`config.mk`:
```
export PLATFORM = sky130hd
export DESIGN_NAME = first_fit_block_allocator_unit
export DESIGN_NICKNAME = d
export VERILOG_FILES = /design/src/rtl/ffba_pkg.sv /design/src/rtl/first_fit_block_allocator_unit.sv /design/src/rtl/ffba_ctrl.sv /design/src/rtl/ffba_datapath.sv
export SDC_FILE = /design/constraint.sdc
export NUM_CORES = 1
export LEC_CHECK = 0
export BUFFER_PORTS_ARGS = -buffer_cell sky130_fd_sc_hd__buf_2
export CORE_UTILIZATION = 50
export CTS_BUF_LIST = sky130_fd_sc_hd__clkbuf_4
export CTS_CLUSTER_DIAMETER = 100
export DETAILED_ROUTE_END_ITERATION = 8
export PLACE_DENSITY = 0.68
export SKIP_CTS_REPAIR_TIMING = 1
export SLEW_MARGIN = 30
export SYNTH_ARGS = -nofsm -noshare
export SYNTH_HDL_FRONTEND = slang
export SYNTH_SLANG_ARGS = --single-unit
```
`constraint.sdc`:
```
create_clock -name clk_i -period 7.6 [get_ports clk_i]
set_input_delay 0.76 -clock clk_i [delete_from_list [all_inputs] [get_ports clk_i]]
set_output_delay 0.76 -clock clk_i [all_outputs]
set_load 0.03 [all_outputs]
```
`src/rtl/ffba_pkg.sv`:
```
`timescale 1ns / 1ps

package ffba_pkg;

  // Command codes carried in the input word
  localparam logic CMD_LOAD  = 1'b0;
  localparam logic CMD_ALLOC = 1'b1;

  // Input word: a table load or an allocation request
  typedef struct packed {
    logic        command;
    logic [15:0] item_id;
    logic [15:0] item_size;
  } in_word_t;

  // Result word: the answer to one allocation request
  typedef struct packed {
    logic [15:0] request_id;
    logic        granted;
    logic [15:0] block_label;
    logic [3:0]  block_index;
    logic [15:0] space_left;
  } out_word_t;

  // Commands from the controller to the datapath
  typedef struct packed {
    logic load_we;   // append the input word to the table
    logic req_cap;   // capture request id and size, rewind the read pointer
    logic rd_en;     // read the entry at the read pointer and advance it
    logic wb_we;     // write the reduced size back to the compared entry
    logic emit;      // load the result register
    logic grant;     // the result carries a granted block
  } dp_cmd_t;

  // Status from the datapath to the controller
  typedef struct packed {
    logic empty;     // no entry loaded
    logic full;      // table at capacity
    logic fits;      // request fits the entry under comparison
    logic last;      // entry under comparison is the last loaded one
  } dp_status_t;

endpackage

```
`src/rtl/first_fit_block_allocator_unit.sv`:
```
`timescale 1ns / 1ps
// Load word: taken while idle without raising busy, so loads may follow back to back.
// Request word: busy in the fetch state, then in the scan state until entry k fits or
// none of n entries fits; an empty table ends in fetch. One table entry is compared per cycle.
// The result strobe shows in the cycle in which busy falls; a new word may start then.
// Reset clears the fill count and control; the table contents are not cleared.

module first_fit_block_allocator_unit import ffba_pkg::*; #(
  parameter int MAX_BLOCKS = 16,
  parameter int SIZE_BITS  = 16
) (
  input  logic      clk_i,
  input  logic      rst_ni,
  input  logic      start,
  output logic      busy,
  input  in_word_t  in_word_i,
  output logic      result_valid_o,
  output out_word_t result_o
);

  dp_cmd_t    dp_cmd;
  dp_status_t dp_status;

  ffba_ctrl u_ctrl (
    .clk_i     (clk_i),
    .rst_ni    (rst_ni),
    .start     (start),
    .command_i (in_word_i.command),
    .status_i  (dp_status),
    .cmd_o     (dp_cmd),
    .busy      (busy)
  );

  ffba_datapath #(
    .MAX_BLOCKS (MAX_BLOCKS),
    .SIZE_BITS  (SIZE_BITS)
  ) u_datapath (
    .clk_i          (clk_i),
    .rst_ni         (rst_ni),
    .in_word_i      (in_word_i),
    .cmd_i          (dp_cmd),
    .status_o       (dp_status),
    .result_valid_o (result_valid_o),
    .result_o       (result_o)
  );

`ifndef SYNTHESIS
  // The result strobe is never high on consecutive cycles
  a_result_spacing: assert property (@(posedge clk_i) disable iff (!rst_ni)
    result_valid_o |=> !result_valid_o)
    else $error("result strobe on two consecutive cycles");

  // Write back only into an entry that fits
  a_wb_fits: assert property (@(posedge clk_i) disable iff (!rst_ni)
    dp_cmd.wb_we |-> (dp_status.fits && dp_cmd.emit && dp_cmd.grant))
    else $error("write-back without a fitting entry");

  // A refused request carries zero fields
  a_refused_zero: assert property (@(posedge clk_i) disable iff (!rst_ni)
    (result_valid_o && !result_o.granted) |->
      (result_o.block_label == 16'd0 && result_o.block_index == 4'd0 &&
       result_o.space_left == 16'd0))
    else $error("refused result with non-zero fields");

  // An accepted request makes the unit busy
  a_req_busy: assert property (@(posedge clk_i) disable iff (!rst_ni)
    (start && !busy && in_word_i.command == CMD_ALLOC) |=> busy)
    else $error("request accepted without going busy");
`endif

endmodule

```
`src/rtl/ffba_ctrl.sv`:
```
`timescale 1ns / 1ps

module ffba_ctrl import ffba_pkg::*; (
  input  logic       clk_i,
  input  logic       rst_ni,
  input  logic       start,
  input  logic       command_i,
  input  dp_status_t status_i,
  output dp_cmd_t    cmd_o,
  output logic       busy
);

  typedef enum logic [1:0] {
    ST_IDLE,
    ST_FETCH,
    ST_SCAN
  } state_e;

  state_e state_q, state_d;

  // Decode commands and the next state
  always_comb begin
    state_d = state_q;
    cmd_o   = '0;
    unique case (state_q)
      ST_IDLE: begin
        if (start) begin
          if (command_i == CMD_ALLOC) begin
            cmd_o.req_cap = 1'b1;
            state_d       = ST_FETCH;
          end else begin
            cmd_o.load_we = !status_i.full;
          end
        end
      end
      ST_FETCH: begin
        if (status_i.empty) begin
          // nothing loaded: answer not granted at once
          cmd_o.emit = 1'b1;
          state_d    = ST_IDLE;
        end else begin
          cmd_o.rd_en = 1'b1;
          state_d     = ST_SCAN;
        end
      end
      ST_SCAN: begin
        if (status_i.fits) begin
          cmd_o.wb_we = 1'b1;
          cmd_o.emit  = 1'b1;
          cmd_o.grant = 1'b1;
          state_d     = ST_IDLE;
        end else if (status_i.last) begin
          cmd_o.emit = 1'b1;
          state_d    = ST_IDLE;
        end else begin
          cmd_o.rd_en = 1'b1;
        end
      end
      default: state_d = ST_IDLE;
    endcase
  end

  // Hold the state
  always_ff @(posedge clk_i or negedge rst_ni) begin
    if (!rst_ni) begin
      state_q <= ST_IDLE;
    end else begin
      state_q <= state_d;
    end
  end

  assign busy = (state_q != ST_IDLE);

endmodule

```
`src/rtl/ffba_datapath.sv`:
```
`timescale 1ns / 1ps

module ffba_datapath import ffba_pkg::*; #(
  parameter int MAX_BLOCKS = 16,
  parameter int SIZE_BITS  = 16
) (
  input  logic       clk_i,
  input  logic       rst_ni,
  input  in_word_t   in_word_i,
  input  dp_cmd_t    cmd_i,
  output dp_status_t status_o,
  output logic       result_valid_o,
  output out_word_t  result_o
);

  localparam int IdxW = (MAX_BLOCKS > 1) ? $clog2(MAX_BLOCKS) : 1;
  localparam int CntW = $clog2(MAX_BLOCKS + 1);

  // Block table
  logic [SIZE_BITS-1:0] size_mem  [MAX_BLOCKS];
  logic [15:0]          label_mem [MAX_BLOCKS];

  logic [CntW-1:0]      cnt_q;
  logic [IdxW-1:0]      rd_ptr_q;
  logic [IdxW-1:0]      cmp_ptr_q;
  logic [SIZE_BITS-1:0] rd_size_q;
  logic [15:0]          rd_label_q;
  logic [15:0]          req_id_q;
  logic [SIZE_BITS-1:0] req_size_q;
  logic                 res_valid_q;
  out_word_t            res_q;
  logic [SIZE_BITS-1:0] diff;

  assign diff = rd_size_q - req_size_q;

  // Status towards the controller
  assign status_o.empty = (cnt_q == '0);
  assign status_o.full  = (cnt_q == CntW'(MAX_BLOCKS));
  assign status_o.fits  = (req_size_q <= rd_size_q);
  assign status_o.last  = ((CntW'(cmp_ptr_q) + CntW'(1)) == cnt_q);

  // Write the table, read one entry per scan step
  always_ff @(posedge clk_i) begin
    if (cmd_i.load_we) begin
      size_mem[cnt_q[IdxW-1:0]]  <= SIZE_BITS'(in_word_i.item_size);
      label_mem[cnt_q[IdxW-1:0]] <= in_word_i.item_id;
    end
    if (cmd_i.wb_we) begin
      size_mem[cmp_ptr_q] <= diff;
    end
    if (cmd_i.rd_en) begin
      rd_size_q  <= size_mem[rd_ptr_q];
      rd_label_q <= label_mem[rd_ptr_q];
      cmp_ptr_q  <= rd_ptr_q;
    end
  end

  // Capture the request and load the result word
  always_ff @(posedge clk_i) begin
    if (cmd_i.req_cap) begin
      req_id_q   <= in_word_i.item_id;
      req_size_q <= SIZE_BITS'(in_word_i.item_size);
    end
    if (cmd_i.emit) begin
      res_q.request_id  <= req_id_q;
      res_q.granted     <= cmd_i.grant;
      res_q.block_label <= cmd_i.grant ? rd_label_q : 16'd0;
      res_q.block_index <= cmd_i.grant ? 4'(cmp_ptr_q) : 4'd0;
      res_q.space_left  <= cmd_i.grant ? 16'(diff) : 16'd0;
    end
  end

  // Fill count, read pointer and result strobe
  always_ff @(posedge clk_i or negedge rst_ni) begin
    if (!rst_ni) begin
      cnt_q       <= '0;
      rd_ptr_q    <= '0;
      res_valid_q <= 1'b0;
    end else begin
      res_valid_q <= cmd_i.emit;
      if (cmd_i.load_we) begin
        cnt_q <= cnt_q + CntW'(1);
      end
      if (cmd_i.req_cap) begin
        rd_ptr_q <= '0;
      end else if (cmd_i.rd_en) begin
        rd_ptr_q <= rd_ptr_q + IdxW'(1);
      end
    end
  end

  assign result_valid_o = res_valid_q;
  assign result_o       = res_q;

endmodule
```
== After elaboration in Yosys (flattened, before gate mapping) ==
Memories as Yosys holds them, arrays and structs flattened. A register that Yosys moved wholly into a read port is not among the register bits.
Cells that the tools add are included.
Storage, ports and cells
  register bits after elaboration: 101
  bits in latches: 0
  memory bits (writable): 512
  ROM bits: 0
  input bits: 36
  output and inout bits: 55
  logic and storage cells: 62
  memories: 2
Memory list
  u_datapath.label_mem: words 16, bits a word 16, rd ports 1, clocked after memory_dff 1, wr ports 1, line ffba_datapath.sv:21  | logic [15:0] label_mem [MAX_BLOCKS];
  u_datapath.size_mem: words 16, bits a word 16, rd ports 1, clocked after memory_dff 1, wr ports 1, line ffba_datapath.sv:20  | logic [SIZE_BITS-1:0] size_mem [MAX_BLOCKS];
Cells by class
  add/subtract/negate cells: 4
  multipliers: 0
  divide/modulo/power cells: 0
  magnitude comparators: 1
  eq/ne operators: 7
  shifts and indexed selects: 0
  muxes and demuxes: 29
  bitwise logic cells: 0
  reduce and logical (&&, ||, !) cells: 7
Operator list (number)
  less-or-equal comparator 16 bit: 1
  two-way mux 16 bit: 1
  OR reduction 16 bit: 1
  subtractor 16 bit: 1
  two-way mux 1 bit: 15
  two-way mux 2 bit: 7
  two-way mux 4 bit: 3
  one-hot mux 2 bit (3 select lines): 1
  adder 4 x 1 -> 5 bit (second input constant): 1
  adder 5 x 1 -> 5 bit (second input constant): 1
  == test 5 bit: 1
  == test 5 bit (second input constant): 1
  zero test 5 bit: 1
  adder 4 x 1 -> 4 bit (second input constant): 1
  inequality test 2 bit (second input constant): 2
  one-hot mux 1 bit (2 select lines): 2
  nonzero test 2 bit: 2
  inequality test 3 bit (second input constant): 1
  AND reduction 3 bit: 1
  == test 2 x 1 -> 1 bit (second input constant): 1
  == test 2 bit (second input constant): 1
  zero test 2 bit: 1
  zero test 1 bit: 1

== Longest topological paths before layout ==
  depth in word-level cells: 8
  depth in mapped cells: 11
  mapped depth without buffers: 10

== Modules after synthesis ==
A second synthesis with hierarchy kept.
Unflattened totals
  cell total of the unflattened synthesis: 1803
  area total of the unflattened synthesis: 27975.6 µm²
Modules (own cells, without submodules)
  ffba_datapath: times used 1, cells an instance 1778, area an instance 27749.1 µm², seq. area each 19258.5 µm²
  ffba_ctrl: times used 1, cells an instance 25, area an instance 226.5 µm², seq. area each 50.0 µm²

== Worst setup path after synthesis ==
Ideal clock, no wire load.
  path kind: reg2reg
  start: reg u_datapath.req_size_q[0]
  end: reg u_datapath.res_q (netlist bit u_datapath.result_o[0]) (enable)
  setup time: 0.547 ns
  arrival time: 5.802 ns
  required time: 7.053 ns
  path slack: 1.252 ns
  stages on the path, launching flop included: 9
  buffers on the path: 0
  period minus slack after synthesis: 6.348 ns
  cells stage by stage: edfxtp_1 > ha_1 > fa_1 > nand2b_1 > a21oi_2 > o211ai_1 > and3_4 > a21o_1 > a21boi_0
RTL lines
  from (decl): line ffba_datapath.sv:29  | logic [SIZE_BITS-1:0] req_size_q;
  from (signal assigned): line ffba_datapath.sv:62  | req_size_q <= SIZE_BITS'(in_word_i.item_size);
  to (decl): line ffba_datapath.sv:31  | out_word_t res_q;

== Worst setup path in the final report ==
  start: reg u_datapath.req_size_q[0]
  end: mem u_datapath.size_mem[8][0] (enable)
Between the ends
  longest elaborated chain between the ends: 7
  elaborated cells between the ends (all ways): 8
  classes of those cells: order compare: 1; mux: 6; reduce/logical: 1
Ends and longest elaborated chain
  less-or-equal comparator 16 bit *: line ffba_datapath.sv:39  | assign status_o.fits = (req_size_q <= rd_size_q);
  two-way mux 1 bit *: line ffba_ctrl.sv:47  | if (status_i.fits) begin
  two-way mux 1 bit *: line ffba_ctrl.sv:25  | unique case (state_q)
  two-way mux 1 bit *: line ffba_datapath.sv:48  | if (cmd_i.wb_we) begin
  two-way mux 1 bit (not written as such) *: line ffba_datapath.sv:49  | size_mem[cmp_ptr_q] <= diff;
  OR reduction 16 bit (no line)
  two-way mux 4 bit (no line) or two-way mux 1 bit (tied branches)
  to (decl): line ffba_datapath.sv:20
Mark *: on every way between the ends. The rest lies on a longest branch, timed or not.

==> summary.md <==
| Metric | Value |
|---|---|
| Die Span X | roughly 230 um |
| Count of pins over their slew limit | 0 |
| Final GP Congestion | about 0.91 |
| Die area | 52540 sq um |
| Placed instance area | around 27000 sq um |
| Worst Setup End Kind | flop |
| Asr flop ratio synth | 0.01860 |
| Total power | just over 10 mW |
| Area delta synth->final | 13.91% |
| Share of layout cells above drive strength 1 | 0.2864 |
| Static leakage | ~10 nW |
| NetSw | 3.203 mW |
| CP peak stage delay | around 0.85 ns |
| Total grt overflow | 0 |
| Reg power frac | 0.462 |
| Flop-to-flop setup slack | about 3.7 ns |
| Post-layout minimum cycle time | approximately 3.9 ns |
| Finished Core Util | 0.5814 |
| CTS tree | done |
| # nets final | around 1700 |
| Final instance area | 29410 sq um |
| Reg-to-reg endpoint | u_datapath.size_mem[8][0] |
| Root Buffer | clkbuf_4 |
| Crit-path slowest cell | o41ai_4 |
| DRT antenna net count | 0 |
| I/O pin count | between 90 and 100 |
| Count of state elements after synthesis | about 650 |
| Initial antenna violation count | 2 |
| Hold path cells | 1 |
| Vias in the first global route | ~14000 |
| Crit-path max FO | 39 |
| Vias/cell | approximately 5.8 |
| Clock sinks | roughly 650 |
| Final hold violations | 0 |
| Comb power frac | 0.265 |
| Syn_nets | between 1500 and 2000 |
| F_max | 0.2532 GHz |
| Total CTS buffers | 158 |
| Critical Path Source Type | flop |
| Internal | slightly below 7 mW |
| DR vias | 14147 |
| Synth warnings | 0 |
| Hold_sp | in_word_i[19] |
| Mapped Area | 25810 sq um |
| Routed len/inst | 22.99 um |
| Worst Hold Endpoint | u_datapath.label_mem[5][3] |
| WP data required | slightly above 8 ns |
| GRT Util Overall | 0.2196 |
| Final period utilization | 0.5196 |
| Layout Cells excl Fill | approximately 2400 |
| Hold Path Class | in -> reg |
| Status | finished clean |
| EDFF count, synth | 633 |
| Max Cap Viol | 0 |
| Site Rows | between 80 and 90 |
| Fillers | between 3000 and 4000 |
| Port bufs | 90 |
| Setup Skew | between 0.04 and 0.05 ns |
| Crit path kind | reg -> reg |
| DRC errors left | 0 |
| Final Setup Violations | 0 |
| Starting density of the core | 0.5104 |
| Peak supply drop | about 0.24 mV |
| RSZ-0062 raised after global routing | false |
| Post-synth top flop | edfxtp_1 |
| FF-to-FF Start | u_datapath.req_size_q[0] |
| Cell variety after synth | 62 |
| Clock power frac | 0.273 |
| PwrDens | roughly 340 nW/um^2 |
| Syn_area_per_cell | ~18 sq um |
| Clk_lat worst skew | around 0.96 ns |
| Switching portion of total power | 0.3179 |
| Arrival time worst endpoint | around 4.6 ns |
| CTS clock-pin slew for the worst setup and hold paths | 0.06 ns |
| CP cell instances | ha_1, fa_1, nand2b_1, a21oi_2, o211ai_1, a31o_4, buf_16, o41ai_4, buf_4 |
| DP HPWL | between 30000 and 40000 um |
| Worst slew margin | 0.3656 |
| Post-Route WL | ~56000 um |
| TritonRoute pass-1 iters | 5 |
| H-tree depth | 4 |
| Inst Count DP | roughly 2200 |
| Core area | approximately 51000 sq um |
| Measured slew at the worst slew-check pin | 0.9516 ns |
| Longest Clk Path Bufs | 3 |
| DR iter-0 viols | between 1000 and 1500 |
| Worst R2R Path Depth | 9 |
| Largest net degree at the start of global routing | around 110 |
| Syn Inst Count | ~1400 |
| First-pass GRT wire length | around 85000 um |
| Total negative slack | 0 ns |
| Die Span Y | between 200 and 250 um |
| Sequential area share after synthesis | 0.7480 |
==> layout make-up <==
cell class	instances	area (sq um)	share of cell area
Sequential cell	645	19310	0.6568
Multi-Input combinational cell	694	6272	0.2133
Clock buffer	222	1667	0.05668
Timing Repair Buffer	145	960.9	0.03268
Tap cell	672	840.8	0.02859
Clock inverter	29	222.7	0.007574
Inverter	32	120.1	0.004085
Antenna cell	3	7.507	0.0002553
==> cell families (layout without fill, tap and decap cells) <==
kind of cell	after synthesis	count (layout)	share of synthesized area
AO/OA/AOI/OAI	247	247	0.06349
AND/OR/NAND/NOR	202	202	0.04100
flip-flops	645	645	0.7480
XOR/XNOR	18	18	0.006107
buffers and inverters	105	428	0.01759
adder cells (fa/ha/maj)	27	27	0.01338
multiplexers	200	200	0.1105
other	0	3	0
==> through the flow <==
step                      worst slack (ns)  hold WS (ns)
after global routing                 3.488       0.09207
after detailed placement             3.250        0.4045
after CTS                            3.242       -0.4228
after global placement               3.384        0.4006
after floorplan                      1.252        0.4003
final                                3.651        0.1946
==> how the worst max path moves through the flow <==
stage / start / endpoint / slack [ns] / cells after the start
after floorplan: u_datapath.req_size_q[0] / u_datapath.result_o[0] / 1.25 / 8
after global placement: u_datapath.req_size_q[11] / u_datapath.size_mem[7][3] / 3.38 / 9
after detailed placement: u_datapath.rd_size_q[11] / u_datapath.size_mem[7][5] / 3.25 / 8
after CTS: u_datapath.rd_size_q[11] / u_datapath.size_mem[7][5] / 3.24 / 8
after global routing: u_datapath.req_size_q[0] / u_datapath.size_mem[8][0] / 3.49 / 9
final: u_datapath.req_size_q[0] / u_datapath.size_mem[8][0] / 3.65 / 9
==> synthesized netlist by cell type (all sizes together) (9+ instances only) <==
| master | n | share of area |
|---|---|---|
| nand3 | 17 | 0.0033 |
| mux2 | 33 | 0.015 |
| xnor2 | 12 | 0.0041 |
| inv | 32 | 0.0047 |
| nand2 | 70 | 0.010 |
| nand2b | 10 | 0.0024 |
| and3 | 13 | 0.0033 |
| clkbuf | 37 | 0.0054 |
| ha | 26 | 0.013 |
| a221oi | 33 | 0.011 |
| a21oi | 52 | 0.010 |
| o31ai | 9 | 0.0026 |
| nand4 | 10 | 0.0024 |
| o21ai | 83 | 0.016 |
| buf | 36 | 0.0076 |
| dfrtp | 12 | 0.012 |
| nor2 | 24 | 0.0035 |
| and2 | 32 | 0.0078 |
| mux4 | 64 | 0.056 |
| a22oi | 32 | 0.0093 |
| mux2i | 103 | 0.040 |
| edfxtp | 633 | 0.74 |
| a21o | 12 | 0.0035 |
==> sequential cells by signal, summed over array words and instances, names as in the netlist <==
register	cells
u_datapath.rd_label_q	16
u_datapath.req_id_q	16
u_datapath.req_size_q	16
u_datapath.label_mem	256
u_datapath.size_mem	256
u_datapath.rd_ptr_q	4
u_datapath.result_valid_o	1
u_datapath.rd_size_q	16
u_datapath.cmp_ptr_q	4
u_datapath.cnt_q	5
u_ctrl.state_q	2
u_datapath.result_o	53
==> power groups by stage <==
stage / Sequential [mW] / Clock, mW / Combinational [mW]
after floorplan: 4.64 / 0 / 1.92
after global placement: 4.72 / 0 / 2.59
after detailed placement: 4.73 / 0 / 2.64
after CTS: 4.65 / 2.82 / 2.65
after global routing: 4.69 / 3.01 / 2.89
final: 4.65 / 2.75 / 2.67
==> layer usage <==
metal | vias up | part of all wire | track usage
met5 | - | 0 | 0
met4 | 0 | 0.018 | 0.07188
met3 | 80 | 0.078 | 0.06624
met2 | 559 | 0.47 | 0.3330
met1 | 7187 | 0.44 | 0.3050
li1 | 6321 | - | -
==> worst max-delay path: cells and delay by family (launching register included) <==
family                     cells  cell delay [ns]
buffers and inverters          2             0.58
AOI/OAI and AO/OA              4             1.80
and+or+nand+nor                1             0.17
DFF                            1             0.37
adders and majority gates      2             0.65
==> placed cells by master (no fill, tap or decap), drive strengths merged, types with 7 or more instances in the layout <==
master	synthesis	routed
a21o	12	12
ha	26	26
a21oi	52	52
nor2	24	24
and3	13	13
mux2i	103	103
a22oi	32	32
clkinv	0	20
nand3	17	17
nand2	70	70
buf	36	128
dlygate4sd3	0	17
a221oi	33	33
clkbuf	37	222
dfrtp	12	12
mux4	64	64
nand4	10	10
and2	32	32
o21ai	83	83
inv	32	33
o31ai	9	9
nand2b	10	10
edfxtp	633	633
xnor2	12	12
or3	7	7
mux2	33	33
Note: power is estimated with default switching activity, not from simulation.
